==> config.mk <==
export PLATFORM = sky130hd
export DESIGN_NAME = xon_xoff_receive_fifo_flat
export DESIGN_NICKNAME = d
export VERILOG_FILES = /design/src/rtl/xrf_pkg.sv /design/src/rtl/xrf_if.sv /design/src/rtl/xrf_ram.sv /design/src/rtl/xrf_front.sv /design/src/rtl/xrf_cmd_queue.sv /design/src/rtl/xrf_back.sv /design/src/rtl/xon_xoff_receive_fifo.sv /design/src/flat_wrapper.sv
export VERILOG_INCLUDE_DIRS = /design/src /design/src/rtl
export SDC_FILE = /design/constraint.sdc
export NUM_CORES = 1
export LEC_CHECK = 0
export ABC_AREA = 1
export ABC_CLOCK_PERIOD_IN_PS = 2700
export BUFFER_PORTS_ARGS = -buffer_cell sky130_fd_sc_hd__buf_2
export CORE_MARGIN = 3
export CORE_UTILIZATION = 31
export DETAILED_ROUTE_END_ITERATION = 8
export PLACE_DENSITY = 0.42
export SYNTH_ARGS = -nofsm -noshare
export SYNTH_HDL_FRONTEND = slang
export SYNTH_SLANG_ARGS = --single-unit
==> constraint.sdc <==
create_clock -name clk -period 2.7 [get_ports clk]
set_input_delay 0.135 -clock clk [delete_from_list [all_inputs] [get_ports clk]]
set_output_delay 0.135 -clock clk [all_outputs]
set_load 0.05 [all_outputs]
==> src/rtl/assert_macros.svh <==
// Assertion macros shared by the receive FIFO modules.
`ifndef ASSERT_MACROS_SVH
`define ASSERT_MACROS_SVH
`ifndef SYNTHESIS
// Property holds at every clock edge out of reset.
`define XRF_ASSERT(label, prop) \
    label: assert property (@(posedge clk) disable iff (!rst_n) (prop)) \
        else $error("assertion failed");
// Condition never holds at a clock edge out of reset.
`define XRF_NEVER(label, cond) \
    label: assert property (@(posedge clk) disable iff (!rst_n) !(cond)) \
        else $error("forbidden condition seen");
`else
`define XRF_ASSERT(label, prop)
`define XRF_NEVER(label, cond)
`endif
`endif

==> src/rtl/xrf_pkg.sv <==
// Types and constants of the XON/XOFF receive FIFO.
package xrf_pkg;

    localparam int XRF_DEPTH       = 8;
    localparam int CMD_QUEUE_DEPTH = 2;
    localparam int LIMIT_W         = 4;
    localparam int FILL_W          = 4;
    localparam int CFG_INDEX_W     = 2;

    localparam logic [7:0] PRINTABLE_MIN = 8'd32;
    localparam logic [7:0] LINE_FEED     = 8'd10;

    localparam logic [LIMIT_W-1:0] UPPER_LIMIT_RESET = 4'd4;
    localparam logic [LIMIT_W-1:0] LOWER_LIMIT_RESET = 4'd1;

    localparam logic [CFG_INDEX_W-1:0] CFG_UPPER_LIMIT = 2'd0;
    localparam logic [CFG_INDEX_W-1:0] CFG_LOWER_LIMIT = 2'd1;

    typedef enum logic
    {
        OP_PUT = 1'b0,
        OP_GET = 1'b1
    } op_t;

    typedef enum logic [1:0]
    {
        ACT_NONE = 2'd0,
        ACT_XOFF = 2'd1,
        ACT_XON  = 2'd2
    } flow_act_t;

    typedef enum logic
    {
        BK_IDLE  = 1'b0,
        BK_FETCH = 1'b1
    } back_state_t;

    typedef struct packed
    {
        op_t        op;
        logic [7:0] data;
    } cmd_t;

    typedef struct packed
    {
        logic [7:0]        out_byte;
        logic              out_valid;
        logic              put_accepted;
        flow_act_t         flow_action;
        logic [FILL_W-1:0] fill_level;
    } result_t;

endpackage

==> src/rtl/xrf_if.sv <==
// Channel interfaces: request, response and configuration write.
interface xrf_req_if;
    logic       valid;
    logic       ready;
    logic       command;
    logic [7:0] in_byte;

    modport source (output valid, command, in_byte, input ready);
    modport sink   (input valid, command, in_byte, output ready);
endinterface

interface xrf_rsp_if;
    logic       valid;
    logic       ready;
    logic [7:0] out_byte;
    logic       out_valid;
    logic       put_accepted;
    logic [1:0] flow_action;
    logic [3:0] fill_level;

    modport source (output valid, out_byte, out_valid, put_accepted, flow_action,
                    fill_level, input ready);
    modport sink   (input valid, out_byte, out_valid, put_accepted, flow_action,
                    fill_level, output ready);
endinterface

interface xrf_cfg_if;
    logic       valid;
    logic       ready;
    logic [1:0] index;
    logic [3:0] data;

    modport source (output valid, index, data, input ready);
    modport sink   (input valid, index, data, output ready);
endinterface

==> src/rtl/xrf_ram.sv <==
// Generic single-port-write, registered-read RAM.
module xrf_ram #(
    parameter int WIDTH = 8,
    parameter int DEPTH = 8
) (
    input  logic                     clk,
    input  logic                     wr_en,
    input  logic [$clog2(DEPTH)-1:0] wr_addr,
    input  logic [WIDTH-1:0]         wr_data,
    input  logic                     rd_en,
    input  logic [$clog2(DEPTH)-1:0] rd_addr,
    output logic [WIDTH-1:0]         rd_data
);

    logic [WIDTH-1:0] mem_reg [DEPTH];
    logic [WIDTH-1:0] rd_data_reg;

    always_ff @(posedge clk)
    begin
        if (wr_en)
        begin
            mem_reg[wr_addr] <= wr_data;
        end
        if (rd_en)
        begin
            rd_data_reg <= mem_reg[rd_addr];
        end
    end

    assign rd_data = rd_data_reg;

endmodule

==> src/rtl/xrf_front.sv <==
// Front end: takes requests and classifies them into put or get commands.
module xrf_front (
    input  logic         clk,
    input  logic         rst_n,
    xrf_req_if.sink      req,
    output xrf_pkg::cmd_t cmd,
    output logic         cmd_valid,
    input  logic         cmd_ready
);
    import xrf_pkg::*;

    logic item_valid_reg;
    logic item_valid_next;
    cmd_t item_reg;
    logic take;

    assign req.ready = !item_valid_reg || cmd_ready;
    assign take      = req.valid && req.ready;

    always_comb
    begin
        item_valid_next = item_valid_reg;
        if (take)
        begin
            item_valid_next = 1'b1;
        end
        else if (cmd_ready)
        begin
            item_valid_next = 1'b0;
        end
    end

    always_ff @(posedge clk or negedge rst_n)
    begin
        if (!rst_n)
        begin
            item_valid_reg <= 1'b0;
        end
        else
        begin
            item_valid_reg <= item_valid_next;
        end
    end

    always_ff @(posedge clk)
    begin
        if (take)
        begin
            item_reg.op   <= req.command ? OP_GET : OP_PUT;
            item_reg.data <= req.in_byte;
        end
    end

    assign cmd       = item_reg;
    assign cmd_valid = item_valid_reg;

endmodule

==> src/rtl/xrf_cmd_queue.sv <==
// Short command queue between the front end and the back end.
`include "assert_macros.svh"
module xrf_cmd_queue (
    input  logic          clk,
    input  logic          rst_n,
    input  xrf_pkg::cmd_t push_cmd,
    input  logic          push_valid,
    output logic          push_ready,
    output xrf_pkg::cmd_t pop_cmd,
    output logic          pop_valid,
    input  logic          pop_ready
);
    import xrf_pkg::*;

    localparam int QD    = CMD_QUEUE_DEPTH;
    localparam int QP_W  = (QD > 1) ? $clog2(QD) : 1;
    localparam int QC_W  = $clog2(QD + 1);

    cmd_t             entry_reg [QD];
    logic [QP_W-1:0]  wr_ptr_reg;
    logic [QP_W-1:0]  wr_ptr_next;
    logic [QP_W-1:0]  rd_ptr_reg;
    logic [QP_W-1:0]  rd_ptr_next;
    logic [QC_W-1:0]  count_reg;
    logic [QC_W-1:0]  count_next;
    logic             push;
    logic             pop;

    assign push_ready = (count_reg != QC_W'(QD));
    assign pop_valid  = (count_reg != '0);
    assign push       = push_valid && push_ready;
    assign pop        = pop_valid && pop_ready;
    assign pop_cmd    = entry_reg[rd_ptr_reg];

    always_comb
    begin
        wr_ptr_next = wr_ptr_reg;
        rd_ptr_next = rd_ptr_reg;
        count_next  = count_reg;
        if (push)
        begin
            wr_ptr_next = (wr_ptr_reg == QP_W'(QD - 1)) ? '0 : wr_ptr_reg + 1'b1;
        end
        if (pop)
        begin
            rd_ptr_next = (rd_ptr_reg == QP_W'(QD - 1)) ? '0 : rd_ptr_reg + 1'b1;
        end
        if (push && !pop)
        begin
            count_next = count_reg + 1'b1;
        end
        else if (pop && !push)
        begin
            count_next = count_reg - 1'b1;
        end
    end

    always_ff @(posedge clk or negedge rst_n)
    begin
        if (!rst_n)
        begin
            wr_ptr_reg <= '0;
            rd_ptr_reg <= '0;
            count_reg  <= '0;
        end
        else
        begin
            wr_ptr_reg <= wr_ptr_next;
            rd_ptr_reg <= rd_ptr_next;
            count_reg  <= count_next;
        end
    end

    always_ff @(posedge clk)
    begin
        if (push)
        begin
            entry_reg[wr_ptr_reg] <= push_cmd;
        end
    end

    // The occupancy never passes the number of entries.
    `XRF_ASSERT(a_count_bound, count_reg <= QC_W'(QD))
    // The pointers stay in step with the occupancy.
    `XRF_ASSERT(a_ptr_gap, (count_reg == '0 || count_reg == QC_W'(QD)) |-> wr_ptr_reg == rd_ptr_reg)
    // After a push with no pop, the queue is never empty.
    `XRF_ASSERT(a_pop_after_push, $past(push) && !$past(pop) |-> pop_valid)

endmodule

==> src/rtl/xrf_back.sv <==
// Back end: runs put and get commands against the byte store.
`include "assert_macros.svh"
module xrf_back #(
    parameter int DEPTH = xrf_pkg::XRF_DEPTH
) (
    input  logic                        clk,
    input  logic                        rst_n,
    input  xrf_pkg::cmd_t               cmd,
    input  logic                        cmd_valid,
    output logic                        cmd_ready,
    input  logic [xrf_pkg::LIMIT_W-1:0] upper_limit,
    input  logic [xrf_pkg::LIMIT_W-1:0] lower_limit,
    xrf_rsp_if.source                   rsp
);
    import xrf_pkg::*;

    localparam int PTR_W = $clog2(DEPTH);
    localparam int CNT_W = $clog2(DEPTH + 1);
    localparam int CMP_W = (CNT_W > LIMIT_W) ? CNT_W : LIMIT_W;

    back_state_t     state_reg;
    back_state_t     state_next;
    logic [PTR_W-1:0] rd_ptr_reg;
    logic [PTR_W-1:0] rd_ptr_next;
    logic [PTR_W-1:0] wr_ptr_reg;
    logic [PTR_W-1:0] wr_ptr_next;
    logic [CNT_W-1:0] held_reg;
    logic [CNT_W-1:0] held_next;
    logic             stopped_reg;
    logic             stopped_next;
    logic             res_valid_reg;
    logic             res_valid_next;
    result_t          res_reg;
    result_t          res_next;
    logic             res_load;
    logic             slot_free;

    logic             ram_wr_en;
    logic             ram_rd_en;
    logic [7:0]       ram_rd_data;

    logic [CNT_W-1:0] put_count;
    logic [CMP_W-1:0] put_count_wide;
    logic [CMP_W-1:0] held_wide;
    logic [CMP_W-1:0] held_next_wide;
    logic [CMP_W-1:0] upper_wide;
    logic [CMP_W-1:0] lower_wide;
    logic             store_full;
    logic             keep_popping;
    logic [PTR_W-1:0] rd_ptr_inc;
    logic [PTR_W-1:0] wr_ptr_inc;

    assign slot_free      = !res_valid_reg || rsp.ready;
    assign store_full     = (held_reg == CNT_W'(DEPTH));
    assign put_count      = store_full ? held_reg : held_reg + 1'b1;
    assign put_count_wide = CMP_W'(put_count);
    assign held_wide      = CMP_W'(held_reg);
    assign held_next_wide = CMP_W'(held_next);
    assign upper_wide     = CMP_W'(upper_limit);
    assign lower_wide     = CMP_W'(lower_limit);
    assign rd_ptr_inc     = (rd_ptr_reg == PTR_W'(DEPTH - 1)) ? '0 : rd_ptr_reg + 1'b1;
    assign wr_ptr_inc     = (wr_ptr_reg == PTR_W'(DEPTH - 1)) ? '0 : wr_ptr_reg + 1'b1;
    assign keep_popping   = (ram_rd_data < PRINTABLE_MIN) && (ram_rd_data != LINE_FEED)
                            && (held_reg != '0);

    always_comb
    begin
        state_next   = state_reg;
        rd_ptr_next  = rd_ptr_reg;
        wr_ptr_next  = wr_ptr_reg;
        held_next    = held_reg;
        stopped_next = stopped_reg;
        cmd_ready    = 1'b0;
        ram_wr_en    = 1'b0;
        ram_rd_en    = 1'b0;
        res_load     = 1'b0;
        res_next     = res_reg;

        unique case (state_reg)
            BK_IDLE:
            begin
                if (cmd_valid && slot_free)
                begin
                    cmd_ready             = 1'b1;
                    res_next.out_byte     = '0;
                    res_next.out_valid    = 1'b0;
                    res_next.put_accepted = 1'b0;
                    res_next.flow_action  = ACT_NONE;
                    if (cmd.op == OP_PUT)
                    begin
                        res_load = 1'b1;
                        if (!stopped_reg)
                        begin
                            if (!store_full)
                            begin
                                ram_wr_en             = 1'b1;
                                wr_ptr_next           = wr_ptr_inc;
                                held_next             = put_count;
                                res_next.put_accepted = 1'b1;
                            end
                            if (put_count_wide > upper_wide)
                            begin
                                stopped_next         = 1'b1;
                                res_next.flow_action = ACT_XOFF;
                            end
                        end
                    end
                    else if (held_reg == '0)
                    begin
                        res_load = 1'b1;
                    end
                    else
                    begin
                        ram_rd_en   = 1'b1;
                        rd_ptr_next = rd_ptr_inc;
                        held_next   = held_reg - 1'b1;
                        state_next  = BK_FETCH;
                    end
                end
            end
            BK_FETCH:
            begin
                if (keep_popping)
                begin
                    ram_rd_en   = 1'b1;
                    rd_ptr_next = rd_ptr_inc;
                    held_next   = held_reg - 1'b1;
                end
                else
                begin
                    res_load              = 1'b1;
                    res_next.out_byte     = ram_rd_data;
                    res_next.out_valid    = 1'b1;
                    res_next.put_accepted = 1'b0;
                    res_next.flow_action  = ACT_NONE;
                    if ((held_wide < lower_wide) && stopped_reg)
                    begin
                        stopped_next         = 1'b0;
                        res_next.flow_action = ACT_XON;
                    end
                    state_next = BK_IDLE;
                end
            end
            default:
            begin
                state_next = BK_IDLE;
            end
        endcase

        res_next.fill_level = held_next_wide[FILL_W-1:0];

        res_valid_next = res_valid_reg;
        if (res_load)
        begin
            res_valid_next = 1'b1;
        end
        else if (rsp.ready)
        begin
            res_valid_next = 1'b0;
        end
    end

    always_ff @(posedge clk or negedge rst_n)
    begin
        if (!rst_n)
        begin
            state_reg     <= BK_IDLE;
            rd_ptr_reg    <= '0;
            wr_ptr_reg    <= '0;
            held_reg      <= '0;
            stopped_reg   <= 1'b0;
            res_valid_reg <= 1'b0;
        end
        else
        begin
            state_reg     <= state_next;
            rd_ptr_reg    <= rd_ptr_next;
            wr_ptr_reg    <= wr_ptr_next;
            held_reg      <= held_next;
            stopped_reg   <= stopped_next;
            res_valid_reg <= res_valid_next;
        end
    end

    always_ff @(posedge clk)
    begin
        if (res_load)
        begin
            res_reg <= res_next;
        end
    end

    xrf_ram #(
        .WIDTH (8),
        .DEPTH (DEPTH)
    ) u_store (
        .clk     (clk),
        .wr_en   (ram_wr_en),
        .wr_addr (wr_ptr_reg),
        .wr_data (cmd.data),
        .rd_en   (ram_rd_en),
        .rd_addr (rd_ptr_reg),
        .rd_data (ram_rd_data)
    );

    assign rsp.valid        = res_valid_reg;
    assign rsp.out_byte     = res_reg.out_byte;
    assign rsp.out_valid    = res_reg.out_valid;
    assign rsp.put_accepted = res_reg.put_accepted;
    assign rsp.flow_action  = res_reg.flow_action;
    assign rsp.fill_level   = res_reg.fill_level;

    // The store never holds more bytes than it has entries.
    `XRF_ASSERT(a_held_bound, held_reg <= CNT_W'(DEPTH))
    // An XON request only ever ends a get that popped a byte.
    `XRF_ASSERT(a_xon_on_get, (res_valid_reg && res_reg.flow_action == ACT_XON) |-> res_reg.out_valid)
    // A result is never both a stored put and a popped byte.
    `XRF_NEVER(a_put_and_pop, res_valid_reg && res_reg.put_accepted && res_reg.out_valid)
    // A fetch is only ever entered with a pop already issued.
    `XRF_ASSERT(a_fetch_entry, (state_reg == BK_FETCH && $past(state_reg) == BK_IDLE) |-> $past(ram_rd_en))

endmodule

==> src/rtl/xon_xoff_receive_fifo.sv <==
// Top level of the XON/XOFF flow-controlled receive FIFO.
//
// The block keeps a circular store of DEPTH received bytes and produces exactly
// one response for every request. A put (command 0) stores in_byte unless the
// flow state is XOFF or the store is full, and asks for XOFF when the fill level
// then rises above upper_limit. A get (command 1) pops bytes until it meets a
// printable byte (32 or above) or a line feed, or the store runs dry, returns the
// last byte popped, and asks for XON when the level then drops below lower_limit
// while the flow is stopped. A request passes a front register and a
// two-entry command queue before the back end runs it. There a put, and a get on
// an empty store, run in the idle state; any other get issues its first read
// there and pops further bytes in the fetch state, as the registered read of the
// byte store delivers one byte per cycle to the pop loop. New requests are taken
// into the queue while it has room, even when the back end is busy or a response
// waits to be collected. The limit registers should only be written while the
// block is idle; writes to indexes other than the two limits are ignored.
module xon_xoff_receive_fifo #(
    parameter int DEPTH = xrf_pkg::XRF_DEPTH
) (
    input  logic      clk,
    input  logic      rst_n,
    xrf_req_if.sink   req,
    xrf_rsp_if.source rsp,
    xrf_cfg_if.sink   cfg
);
    import xrf_pkg::*;

    // Flow-control thresholds, written through the configuration channel.
    logic [LIMIT_W-1:0] upper_limit_reg;
    logic [LIMIT_W-1:0] lower_limit_reg;

    // Commands from the front end towards the queue, and from the queue onwards.
    cmd_t front_cmd;
    logic front_valid;
    logic front_ready;
    cmd_t queue_cmd;
    logic queue_valid;
    logic queue_ready;

    // Configuration writes are always taken at once.
    assign cfg.ready = 1'b1;

    always_ff @(posedge clk or negedge rst_n)
    begin
        if (!rst_n)
        begin
            upper_limit_reg <= UPPER_LIMIT_RESET;
            lower_limit_reg <= LOWER_LIMIT_RESET;
        end
        else if (cfg.valid)
        begin
            unique case (cfg.index)
                CFG_UPPER_LIMIT:
                begin
                    upper_limit_reg <= cfg.data;
                end
                CFG_LOWER_LIMIT:
                begin
                    lower_limit_reg <= cfg.data;
                end
                default:
                begin
                    // Unknown register indexes have no effect.
                end
            endcase
        end
    end

    // The front end registers each request and tags it as a put or a get.
    xrf_front u_front (
        .clk       (clk),
        .rst_n     (rst_n),
        .req       (req),
        .cmd       (front_cmd),
        .cmd_valid (front_valid),
        .cmd_ready (front_ready)
    );

    // The queue lets the front end keep accepting while a long get runs.
    xrf_cmd_queue u_queue (
        .clk        (clk),
        .rst_n      (rst_n),
        .push_cmd   (front_cmd),
        .push_valid (front_valid),
        .push_ready (front_ready),
        .pop_cmd    (queue_cmd),
        .pop_valid  (queue_valid),
        .pop_ready  (queue_ready)
    );

    // The back end owns the byte store, the pointers, the fill level and the
    // flow state, and holds each response until it is collected.
    xrf_back #(
        .DEPTH (DEPTH)
    ) u_back (
        .clk         (clk),
        .rst_n       (rst_n),
        .cmd         (queue_cmd),
        .cmd_valid   (queue_valid),
        .cmd_ready   (queue_ready),
        .upper_limit (upper_limit_reg),
        .lower_limit (lower_limit_reg),
        .rsp         (rsp)
    );

endmodule

==> src/flat_wrapper.sv <==
// flat-port wrapper written by rule: the top's interface ports become plain ports
module xon_xoff_receive_fifo_flat import xrf_pkg::*;
#(
    parameter int DEPTH = xrf_pkg::XRF_DEPTH
)
  (clk, rst_n, req_valid, req_command, req_in_byte, req_ready, rsp_valid, rsp_out_byte, rsp_out_valid, rsp_put_accepted, rsp_flow_action, rsp_fill_level, rsp_ready, cfg_valid, cfg_index, cfg_data, cfg_ready);
  xrf_req_if req_i ();
  xrf_rsp_if rsp_i ();
  xrf_cfg_if cfg_i ();
  input  logic clk;
  input  logic rst_n;
  input wire logic [$bits(req_i.valid)-1:0] req_valid;
  input wire logic [$bits(req_i.command)-1:0] req_command;
  input wire logic [$bits(req_i.in_byte)-1:0] req_in_byte;
  output wire logic [$bits(req_i.ready)-1:0] req_ready;
  output wire logic [$bits(rsp_i.valid)-1:0] rsp_valid;
  output wire logic [$bits(rsp_i.out_byte)-1:0] rsp_out_byte;
  output wire logic [$bits(rsp_i.out_valid)-1:0] rsp_out_valid;
  output wire logic [$bits(rsp_i.put_accepted)-1:0] rsp_put_accepted;
  output wire logic [$bits(rsp_i.flow_action)-1:0] rsp_flow_action;
  output wire logic [$bits(rsp_i.fill_level)-1:0] rsp_fill_level;
  input wire logic [$bits(rsp_i.ready)-1:0] rsp_ready;
  input wire logic [$bits(cfg_i.valid)-1:0] cfg_valid;
  input wire logic [$bits(cfg_i.index)-1:0] cfg_index;
  input wire logic [$bits(cfg_i.data)-1:0] cfg_data;
  output wire logic [$bits(cfg_i.ready)-1:0] cfg_ready;
  assign req_i.valid = req_valid;
  assign req_i.command = req_command;
  assign req_i.in_byte = req_in_byte;
  assign req_ready = req_i.ready;
  assign rsp_valid = rsp_i.valid;
  assign rsp_out_byte = rsp_i.out_byte;
  assign rsp_out_valid = rsp_i.out_valid;
  assign rsp_put_accepted = rsp_i.put_accepted;
  assign rsp_flow_action = rsp_i.flow_action;
  assign rsp_fill_level = rsp_i.fill_level;
  assign rsp_i.ready = rsp_ready;
  assign cfg_i.valid = cfg_valid;
  assign cfg_i.index = cfg_index;
  assign cfg_i.data = cfg_data;
  assign cfg_ready = cfg_i.ready;
  xon_xoff_receive_fifo #(.DEPTH(DEPTH)) u_core (.clk(clk), .rst_n(rst_n), .req(req_i), .rsp(rsp_i), .cfg(cfg_i));
endmodule
==> results.md, run 1 <==
- Mapped Cells: 501
- Fmax: 457 MHz
- H-tree depth: 4
- Post-Syn Area: 5870 um^2
- Slew Limit Fails: 0
- DIE HEIGHT: 144 um
- All-layer global routing usage: 12.8%
- Syn_nets: 535
- Critical Setup Path Class: flip-flop to flip-flop
- Worst-path fanout max: 6
- Highest Signal Layer: met4
- Hold Startpoint: cfg_data[1]
- Post-Syn Area per Cell: 11.7 um^2
- Max_slew headroom: 46.6%
- Root Buffer: clkbuf_16
- Via count: 3,713
- Distinct cells, synth: 37
- Final hold slack: 0.0279 ns
- Max-cap violations: 0
- Drt total wl: 12,500 um
- Sequential element share of the synthesized area: 70.0%
- Nets@finish: 604
- Fin util: 38.9%
- Ports: 39
- RSZ-0062 raised after global routing: no
- Hold Path Stages: 3
- Crit start category: flip-flop
- Final RePlAce weighted congestion: 0.799
- Area of the core: 18,300 um^2
- Post-layout instance area: 7100 um^2
- Largest net degree at the start of global routing: 34
- Endpoint, Worst Hold: u_core.lower_limit_reg[1]
- CP required: 2.93 ns
- Antenna viol nets, final: 0
- Yosys reg bits: 141
- Port Buffers: 37
- CP arrival: 2.42 ns
- Hpwl dp: 8790 um
- Met2 wire length: 5850 um
- Clock Sinks: 141
- Initial antenna violation count: 0
- CTS tree: yes
- Postcts setup bufs: 0
- Peak supply drop: 0.474 mV
- Placed instance area: 6370 um^2
- Die area: 20,600 um^2
- Least-Margin Pin Slew: 0.800 ns
- Min cycle time layout: 2.19 ns
- Final setup vio count: 0
- Setup slack after layout: 0.513 ns
- DRT iter0 DRCs: 288
- Drt wl/cell: 15.4 um
- Clk_skew: 0.0103 ns
- Clk buf depth: 2
- Skew-Pair Late Insertion Delay: 0.42 ns
- Antenna cells: 0
- Area Growth Syn to Fin: 21.0%
- Fillcell total: 1,757
- Grt total ovfl: 0
- R2R cell count: 12
- R2r setup slk: 0.51 ns
- Met3 routed WL: 481 um
- Vias in the first global route: 3,658
- Ranking of synthesized cells by area: edfxtp_1 (59%), dfrtp_1 (10%), nand2_1 (7.1%)
- Status: finished clean
- Cell count after placement: 766
- Worst-path clk slew: 0.06 ns
- FF-to-FF End: u_core.u_back.rsp.flow_action[0]
- Reg2reg start: u_core.u_back.held_reg[0]
- Post-Layout Cell Count: 812
- M1 WL: 6070 um
- Synth area leader: edfxtp_1
- Hold Vio Cnt, Final: 0
- Initial DRT Pass Iterations: 4
- Row cnt: 49
- Yosys warnings: 0
- Layout cells sized above 1: 17.5%
- Yosys top cell area share: 58.8%
- HP Class: input pin to flip-flop
- Leakage power: 2.90 nW
- Post-DR vias/cell: 4.57
- Final Cycle Share: 81.0%
- Starting density of the core: 32.1%
- Power Dens Cells: 1270 nW/um^2
- Place WS: 0.492 ns
- First-pass GRT wire length: 19,700 um
- Post-route setup TNS: 0 ns
- Overall power: 9.03 mW
- TritonCTS Buffers: 17
- Chip Width: 144 um
- CP Capture Type: flip-flop
- DR DRC count: 0
- Max FFs per register: 64
## layout by cell type (no fill, tap or decap), types with 3 or more instances in the layout
cell           instances
edfxtp_1             115
xor2_1                 6
buf_2                 37
nor2_1                52
clkbuf_16             17
bufinv_16              3
a21oi_1                7
nand2_2                5
clkinv_2               3
inv_2                  4
ha_1                  14
dlygate4sd3_1         14
o22ai_1               16
o21ai_0               48
nand2_1              111
buf_4                 13
inv_1                 45
clkinvlp_4             3
nand3_1               15
dfrtp_1               24
## worst max-delay path by stage
stage	from	to	slack, ns	cells after the start
2_1_floorplan	u_core.u_back.held_reg[0]	u_core.u_back.u_store.mem_reg[0][0]	0.65	9
3_3_place_gp	u_core.u_back.held_reg[0]	u_core.u_back.rsp.flow_action[0]	0.57	12
3_5_place_dp	u_core.u_back.held_reg[0]	u_core.u_back.rsp.flow_action[0]	0.49	12
4_1_cts	u_core.u_back.held_reg[0]	u_core.u_back.rsp.flow_action[0]	0.47	12
5_1_grt	u_core.u_back.held_reg[0]	u_core.u_back.rsp.flow_action[0]	0.30	12
6_report	u_core.u_back.held_reg[0]	u_core.u_back.rsp.flow_action[0]	0.51	12
## timing repair
action | CTS | global route
hold buffers | 14 | 0
endpoints found under the hold margin | 39 | 0
resized for setup | 0 | 0
## Yosys cell counts (all sizes together)
master,number
nor3b,1
inv,50
nor2,55
or2,3
o21ai,52
conb,1
nand3,17
a21oi,8
clkinv,1
dfstp,2
ha,14
o211ai,1
nand4,1
nor4,1
dfrtp,24
nand3b,1
buf,5
xnor2,2
o22ai,16
nand2,116
clkbuf,9
edfxtp,115
xor2,6
## power breakdown
| part | leakage [nW] | internal, mW | switching (mW) |
|---|---|---|---|
| Sequential | 1.38 | 3.23 | 0.300 |
| Combinational | 1.23 | 0.845 | 2.30 |
| Clock | 0.286 | 1.45 | 0.902 |
| Total | 2.90 | 5.53 | 3.51 |
## cell families after synthesis
kind of cell,synth area share [%]
compound gates,7.27
xor+xnor,1.19
fa+ha+maj,2.98
buf+inv,4.54
flops,70.0
other cells,0.0639
simple gates,14.0
## final cells by class
| class | count | area (um^2) | share of cell area, % |
|---|---|---|---|
| multi-input combinational | 295 | 1500 | 21.1 |
| tap | 229 | 287 | 4.03 |
| inverter | 51 | 194 | 2.73 |
| timing repair buffer | 64 | 423 | 5.95 |
| clock buffer | 18 | 429 | 6.04 |
| clock inverter | 14 | 169 | 2.38 |
| sequential | 141 | 4110 | 57.8 |
## per-layer routing
layer | GRT usage (%) | vias to the layer above
li1 | - | 1850
met1 | 17.6 | 1797
met2 | 19.7 | 62
met3 | 3.63 | 4
met4 | 3.87 | 0
met5 | 0 | -
## worst max-delay path, stage by stage, from the launching register on
cell	delay [ns]
dfrtp_1	0.44
inv_1	0.16
ha_1	0.21
nand2_2	0.09
nor2_1	0.24
nor2_1	0.11
ha_1	0.28
nand2_1	0.04
inv_1	0.06
nand2_1	0.05
nand2_1	0.06
nand2_1	0.07
nor4_1	0.19
Power figures use the tool's default switching activity.
==> run 2, diff against run 1 <==
Settings changed: ABC_CLOCK_PERIOD_IN_PS 2700 to 1900, PLACE_DENSITY 0.42 to 0.44.
Clock period 2.7 ns to 1.9 ns, I/O delays scaled along.
==> run 2 against run 1 <==
Against the previous run:
- hold slack better by 0.066 ns
- wire length is 3.5% lower
- clock-buffer cell count up 7
- total power is 50% higher
- via count up 0.92%
- clock power is 54% higher
- critical path depth down 1
- utilization up 1.6 points
- non-clock buffer count rose by 18
- critical endpoint unchanged
- largest power group is now combinational cells
==> results.md, run 2 (synthesis gave the netlist of run 1 again) <==
- Chip Width: 144 um
- Final Cycle Share: 96.6%
- Grt total ovfl: 0
- Clk_skew: 0.0101 ns
- Setup slack after layout: 0.0643 ns
- Overall power: 13.5 mW
- H-tree depth: 4
- Post-DR vias/cell: 4.51
- Final RePlAce weighted congestion: 0.832
- Die area: 20,600 um^2
- Hold Vio Cnt, Final: 0
- Crit start category: flip-flop
- Critical Setup Path Class: flip-flop to flip-flop
- Initial DRT Pass Iterations: 4
- Nets@finish: 622
- Initial antenna violation count: 0
- Fmax: 545 MHz
- CP arrival: 2.00 ns
- First-pass GRT wire length: 19,200 um
- Port Buffers: 37
- Least-Margin Pin Slew: 0.642 ns
- Clock Sinks: 141
- DR DRC count: 0
- HP Class: input pin to flip-flop
- Slew Limit Fails: 0
- All-layer global routing usage: 12.4%
- Peak supply drop: 0.758 mV
- Place WS: 0.0152 ns
- Min cycle time layout: 1.84 ns
- Largest net degree at the start of global routing: 35
- Ports: 39
- Root Buffer: clkbuf_16
- Area Growth Syn to Fin: 25.9%
- Row cnt: 49
- TritonCTS Buffers: 17
- Worst-path clk slew: 0.06 ns
- Worst-path fanout max: 4
- Most common cell after layout, fill and taps aside: edfxtp_1
- Most frequent cells in the layout: edfxtp_1 (115), nand2_1 (109), nor2_1 (50), o21ai_0 (48), inv_1 (42)
- Max_slew headroom: 57.2%
- DRT iter0 DRCs: 196
- Max FFs per register: 64
- Layout cells sized above 1: 21.5%
- CTS tree: yes
- CP required: 2.07 ns
- Drt total wl: 12,100 um
- Antenna viol nets, final: 0
- Clk buf depth: 2
- Final setup vio count: 0
- Status: finished clean
- RSZ-0062 raised after global routing: yes
- CP Capture Type: flip-flop
- Drt wl/cell: 14.5 um
- Max-cap violations: 0
- Post-route setup TNS: 0 ns
- Via count: 3,747
- Hpwl dp: 8100 um
- Power Dens Cells: 1830 nW/um^2
- Leakage power: 3.03 nW
- DIE HEIGHT: 144 um
- Fin util: 40.4%
- Fillcell total: 1,722
- Area of the core: 18,300 um^2
- Skew-Pair Late Insertion Delay: 0.42 ns
- Starting density of the core: 32.1%
- Vias in the first global route: 3,660
- Antenna cells: 0
-- run 2: path summary, 6_finish.rpt --
path	startpoint	end	slack, ns	cells after the start
worst max-delay path	u_core.u_back.held_reg[0]	u_core.u_back.rsp.flow_action[0]	0.06	11
worst min-delay path	cfg_valid	u_core.upper_limit_reg[2]	0.09	3
worst max register to register	u_core.u_back.held_reg[0]	u_core.u_back.rsp.flow_action[0]	0.06	11
worst min register to register	u_core.u_front.cmd[8]	u_core.u_queue.entry_reg[0][8]	0.45	0
max in group asynchronous	rst_n	u_core.u_queue.rd_ptr_reg	1.21	2
min in group asynchronous	rst_n	u_core.u_back.held_reg[3]	0.24	2
-- run 2: what timing repair did --
| item | CTS | global route |
|---|---|---|
| gates resized for setup | 1 | 13 |
| pin swaps | 0 | 7 |
| hold buffers | 15 | 0 |
| endpoints found under the setup margin | 1 | 93 |
| buffers inserted | 0 | 1 |
| endpoints found under the hold margin | 42 | 0 |
-- run 2: metrics by stage --
stage	hold WS [ns]	cell area, um^2	cells
floorplan	-0.201	5870	501
global placement	0.156	6530	782
detailed placement	0.171	6530	782
CTS	0.0763	7340	829
global route	0.0880	7390	830
finish	0.0939	7390	830
-- run 2: report_power, final --
part	total [mW]	internal, mW	switching [mW]
clock	3.63	2.38	1.25
combinational	5.02	1.59	3.43
sequential	4.89	4.58	0.302
total	13.5	8.55	4.98
-- run 2: area by class of cell --
cell class / instances / area, um^2 / share of cell area [%]
clock buffer: 25 / 539 / 7.30
clock inverter: 7 / 121 / 1.64
inverter: 51 / 194 / 2.62
multi-input combinational: 295 / 1540 / 20.8
sequential: 141 / 4110 / 55.6
tap: 229 / 287 / 3.88
timing repair buffer: 82 / 602 / 8.15
-- run 2: critical path: stages, from the launching register on --
cell     delay (ns)
dfrtp_1        0.40
buf_6          0.14
ha_2           0.17
xnor2_1        0.12
nor2_1         0.16
ha_1           0.25
nand2_1        0.08
inv_2          0.04
nand2_1        0.05
nand2_1        0.06
nand2_2        0.08
nor4_2         0.04
-- run 2: metal layers --
| layer | global-route usage (%) | wire [um] |
|---|---|---|
| met1 | 16.2 | 5720 |
| met2 | 19.6 | 5720 |
| met3 | 3.19 | 447 |
| met4 | 4.91 | 160 |
| met5 | 0 | 0 |
==> run 3, diff against run 2 <==
Settings changed: ABC_CLOCK_PERIOD_IN_PS 1900 to 1500.
Clock period 1.9 ns to 1.5 ns, I/O delays scaled along.
==> run 3 against run 2 <==
Against the previous run:
- worst setup slack worse by 0.38 ns
- wire length decreased by 0.74%
- clock skew about the same
- clock power is 4% higher
- final area grew 3.9%
- sequential share of layout area fell by 2.1 points
- global-route usage grew 0.34 points
- register-to-register slack worse by 0.38 ns
- sequential power grew 27%
- the run now ends with negative setup slack left
- via count up 0.96%
- critical endpoint is now u_core.u_back.u_store.mem_reg[1][6]
==> results.md, run 3 (synthesis gave the netlist of run 1 again) <==
- WP buf/inv: 2
- Hold Vio Cnt, Final: 0
- Final Cycle Share: 121%
- Via count: 3,783
- TritonCTS Buffers: 17
- Final hold slack: 0.0427 ns
- Clock Sinks: 141
- Port Buffers: 37
- First-pass GRT wire length: 19,900 um
- Initial DRT Pass Iterations: 4
- CP max stage cell: dfrtp_1
- Clk network pwr share: 21.5%
- Die area: 20,600 um^2
- P_int: 10.8 mW
- Max FFs per register: 64
- Cell Chain, Critical Path: inv_2 -> ha_4 -> nand2_4 -> nor2_4 -> inv_2 -> nand3_4 -> nor2_4 -> nand2_4 -> nor2_4
- Hpwl dp: 8380 um
- Worst path max stage delay: 0.40 ns
- HP Class: input pin to flip-flop
- Starting density of the core: 32.1%
- Power Dens Cells: 2290 nW/um^2
- Drt wl/cell: 14.0 um
- Min cycle time layout: 1.81 ns
- Worst-path fanout max: 8
- Largest net degree at the start of global routing: 27
- DRT iter0 DRCs: 152
- CP arrival: 1.90 ns
- Switching power: 6.78 mW
- All-layer global routing usage: 12.7%
- Vias in the first global route: 3,774
- Skew-Pair Late Insertion Delay: 0.41 ns
- Area Growth Syn to Fin: 30.8%
- Max_slew headroom: 56.8%
- Setup slack after layout: -0.312 ns
- Overall power: 17.6 mW
- Most common cell after layout, fill and taps aside: edfxtp_1
- Switching Share: 38.5%
- CTS tree: yes
- R2r setup slk: -0.31 ns
- Clk_skew: 0.00962 ns
- Post-DR vias/cell: 4.42
- Grt total ovfl: 0
- Comb power frac: 43.3%
- Initial antenna violation count: 0
- DIE HEIGHT: 144 um
- Critical Setup Path Class: flip-flop to flip-flop
- Max-cap violations: 0
- Worst-path clk slew: 0.06 ns
- Layout cells sized above 1: 27.8%
- Slew Limit Fails: 0
- Clk buf depth: 2
- Antenna cells: 0
- Seq pwr share: 35.2%
- Final setup vio count: 104
- Crit start category: flip-flop
- Leakage power: 3.14 nW
- Least-Margin Pin Slew: 0.647 ns
- CP required: 1.59 ns
- Failing checks: negative setup slack
- Drt total wl: 12,000 um
- Placed instance area: 6790 um^2
- Post-layout instance area: 7680 um^2
- Most used cell, CP: nor2_4
- Most frequent cells in the layout: edfxtp_1 (115), nand2_1 (105), buf_4 (46), inv_1 (42)
- Peak supply drop: 1.01 mV
- Nets@finish: 647
- Final RePlAce weighted congestion: 0.819
- CP Capture Type: flip-flop
- Row cnt: 49
- Chip Width: 144 um
- Status: finished, violations left
- Fmax: 552 MHz
- RSZ-0062 raised after global routing: yes
- Antenna viol nets, final: 0
- H-tree depth: 4
- Area of the core: 18,300 um^2
- Delay-heaviest family, CP: simple AND/OR/NAND/NOR gates
- DR DRC count: 0
- Root Buffer: clkbuf_16
- Ports: 39
## run 3: cell types whose count changed in the layout (fill, tap and decap cells not counted), moves of 5 or more
| cell | delta |
|---|---|
| clkinv_1 | +5 |
| nor2_1 | -9 |
| nor2_4 | +9 |
| buf_4 | +20 |
| o21ai_0 | -7 |
## run 3: layout make-up
cell class,count,area [um^2]
fill,1727,10600
timing repair buffer,107,842
multi-input combinational,295,1710
tap,229,287
clock buffer,18,429
inverter,51,194
sequential,141,4110
clock inverter,14,104
## run 3: stage by stage
step                setup slack [ns]  util (%)  instances  setup TNS (ns)
detailed placement            -0.388      37.2        800          -29.42
global route                  -0.460      42.0        855          -34.42
finish                        -0.312      42.0        855          -23.96
global placement              -0.324      37.2        800          -22.69
CTS                           -0.281      41.9        855          -22.69
floorplan                     -0.290         -        501          -18.78
## run 3: tightest hold or removal path, delay by kind of cell
kind          cells  cell delay [ns]
simple gates      2             0.26
buf+inv           1             0.08
## run 3: what timing repair did
action,CTS,global route
resized for setup,19,10
cloned,1,0
hold endpoints to repair,42,0
pin swaps,9,6
setup buffers,7,1
setup endpoints to repair,107,117
hold buffers,15,0
## run 3: layer usage
metal / track usage, % / share of wire [%] / vias up
li1: - / - / 1938
met2: 19.5 / 46 / 69
met1: 17.7 / 50 / 1761
met5: 0 / 0 / -
met4: 4.56 / 1.3 / 0
met3: 3.00 / 3.3 / 15
## run 3: final timing paths
check                                                 endpoint  depth (start not counted)                 startpoint
max                        u_core.u_back.u_store.mem_reg[1][6]                          9  u_core.u_back.held_reg[0]
min                                    u_core.u_back.rsp.valid                          3                  rsp_ready
max reg2reg                u_core.u_back.u_store.mem_reg[1][6]                          9  u_core.u_back.held_reg[0]
min reg2reg                     u_core.u_queue.entry_reg[1][7]                          0      u_core.u_front.cmd[7]
max in group asynchronous            u_core.u_back.held_reg[1]                          2                      rst_n
min in group asynchronous            u_core.u_back.held_reg[0]                          2                      rst_n
## run 3: power groups by stage
stage,Sequential [mW],Clock [mW],Combinational [mW]
2_1_floorplan,7.09,0,3.65
3_3_place_gp,6.26,0,7.01
3_5_place_dp,6.28,0,7.03
4_1_cts,6.20,3.88,7.62
5_1_grt,6.30,4.09,8.49
6_report,6.19,3.78,7.62
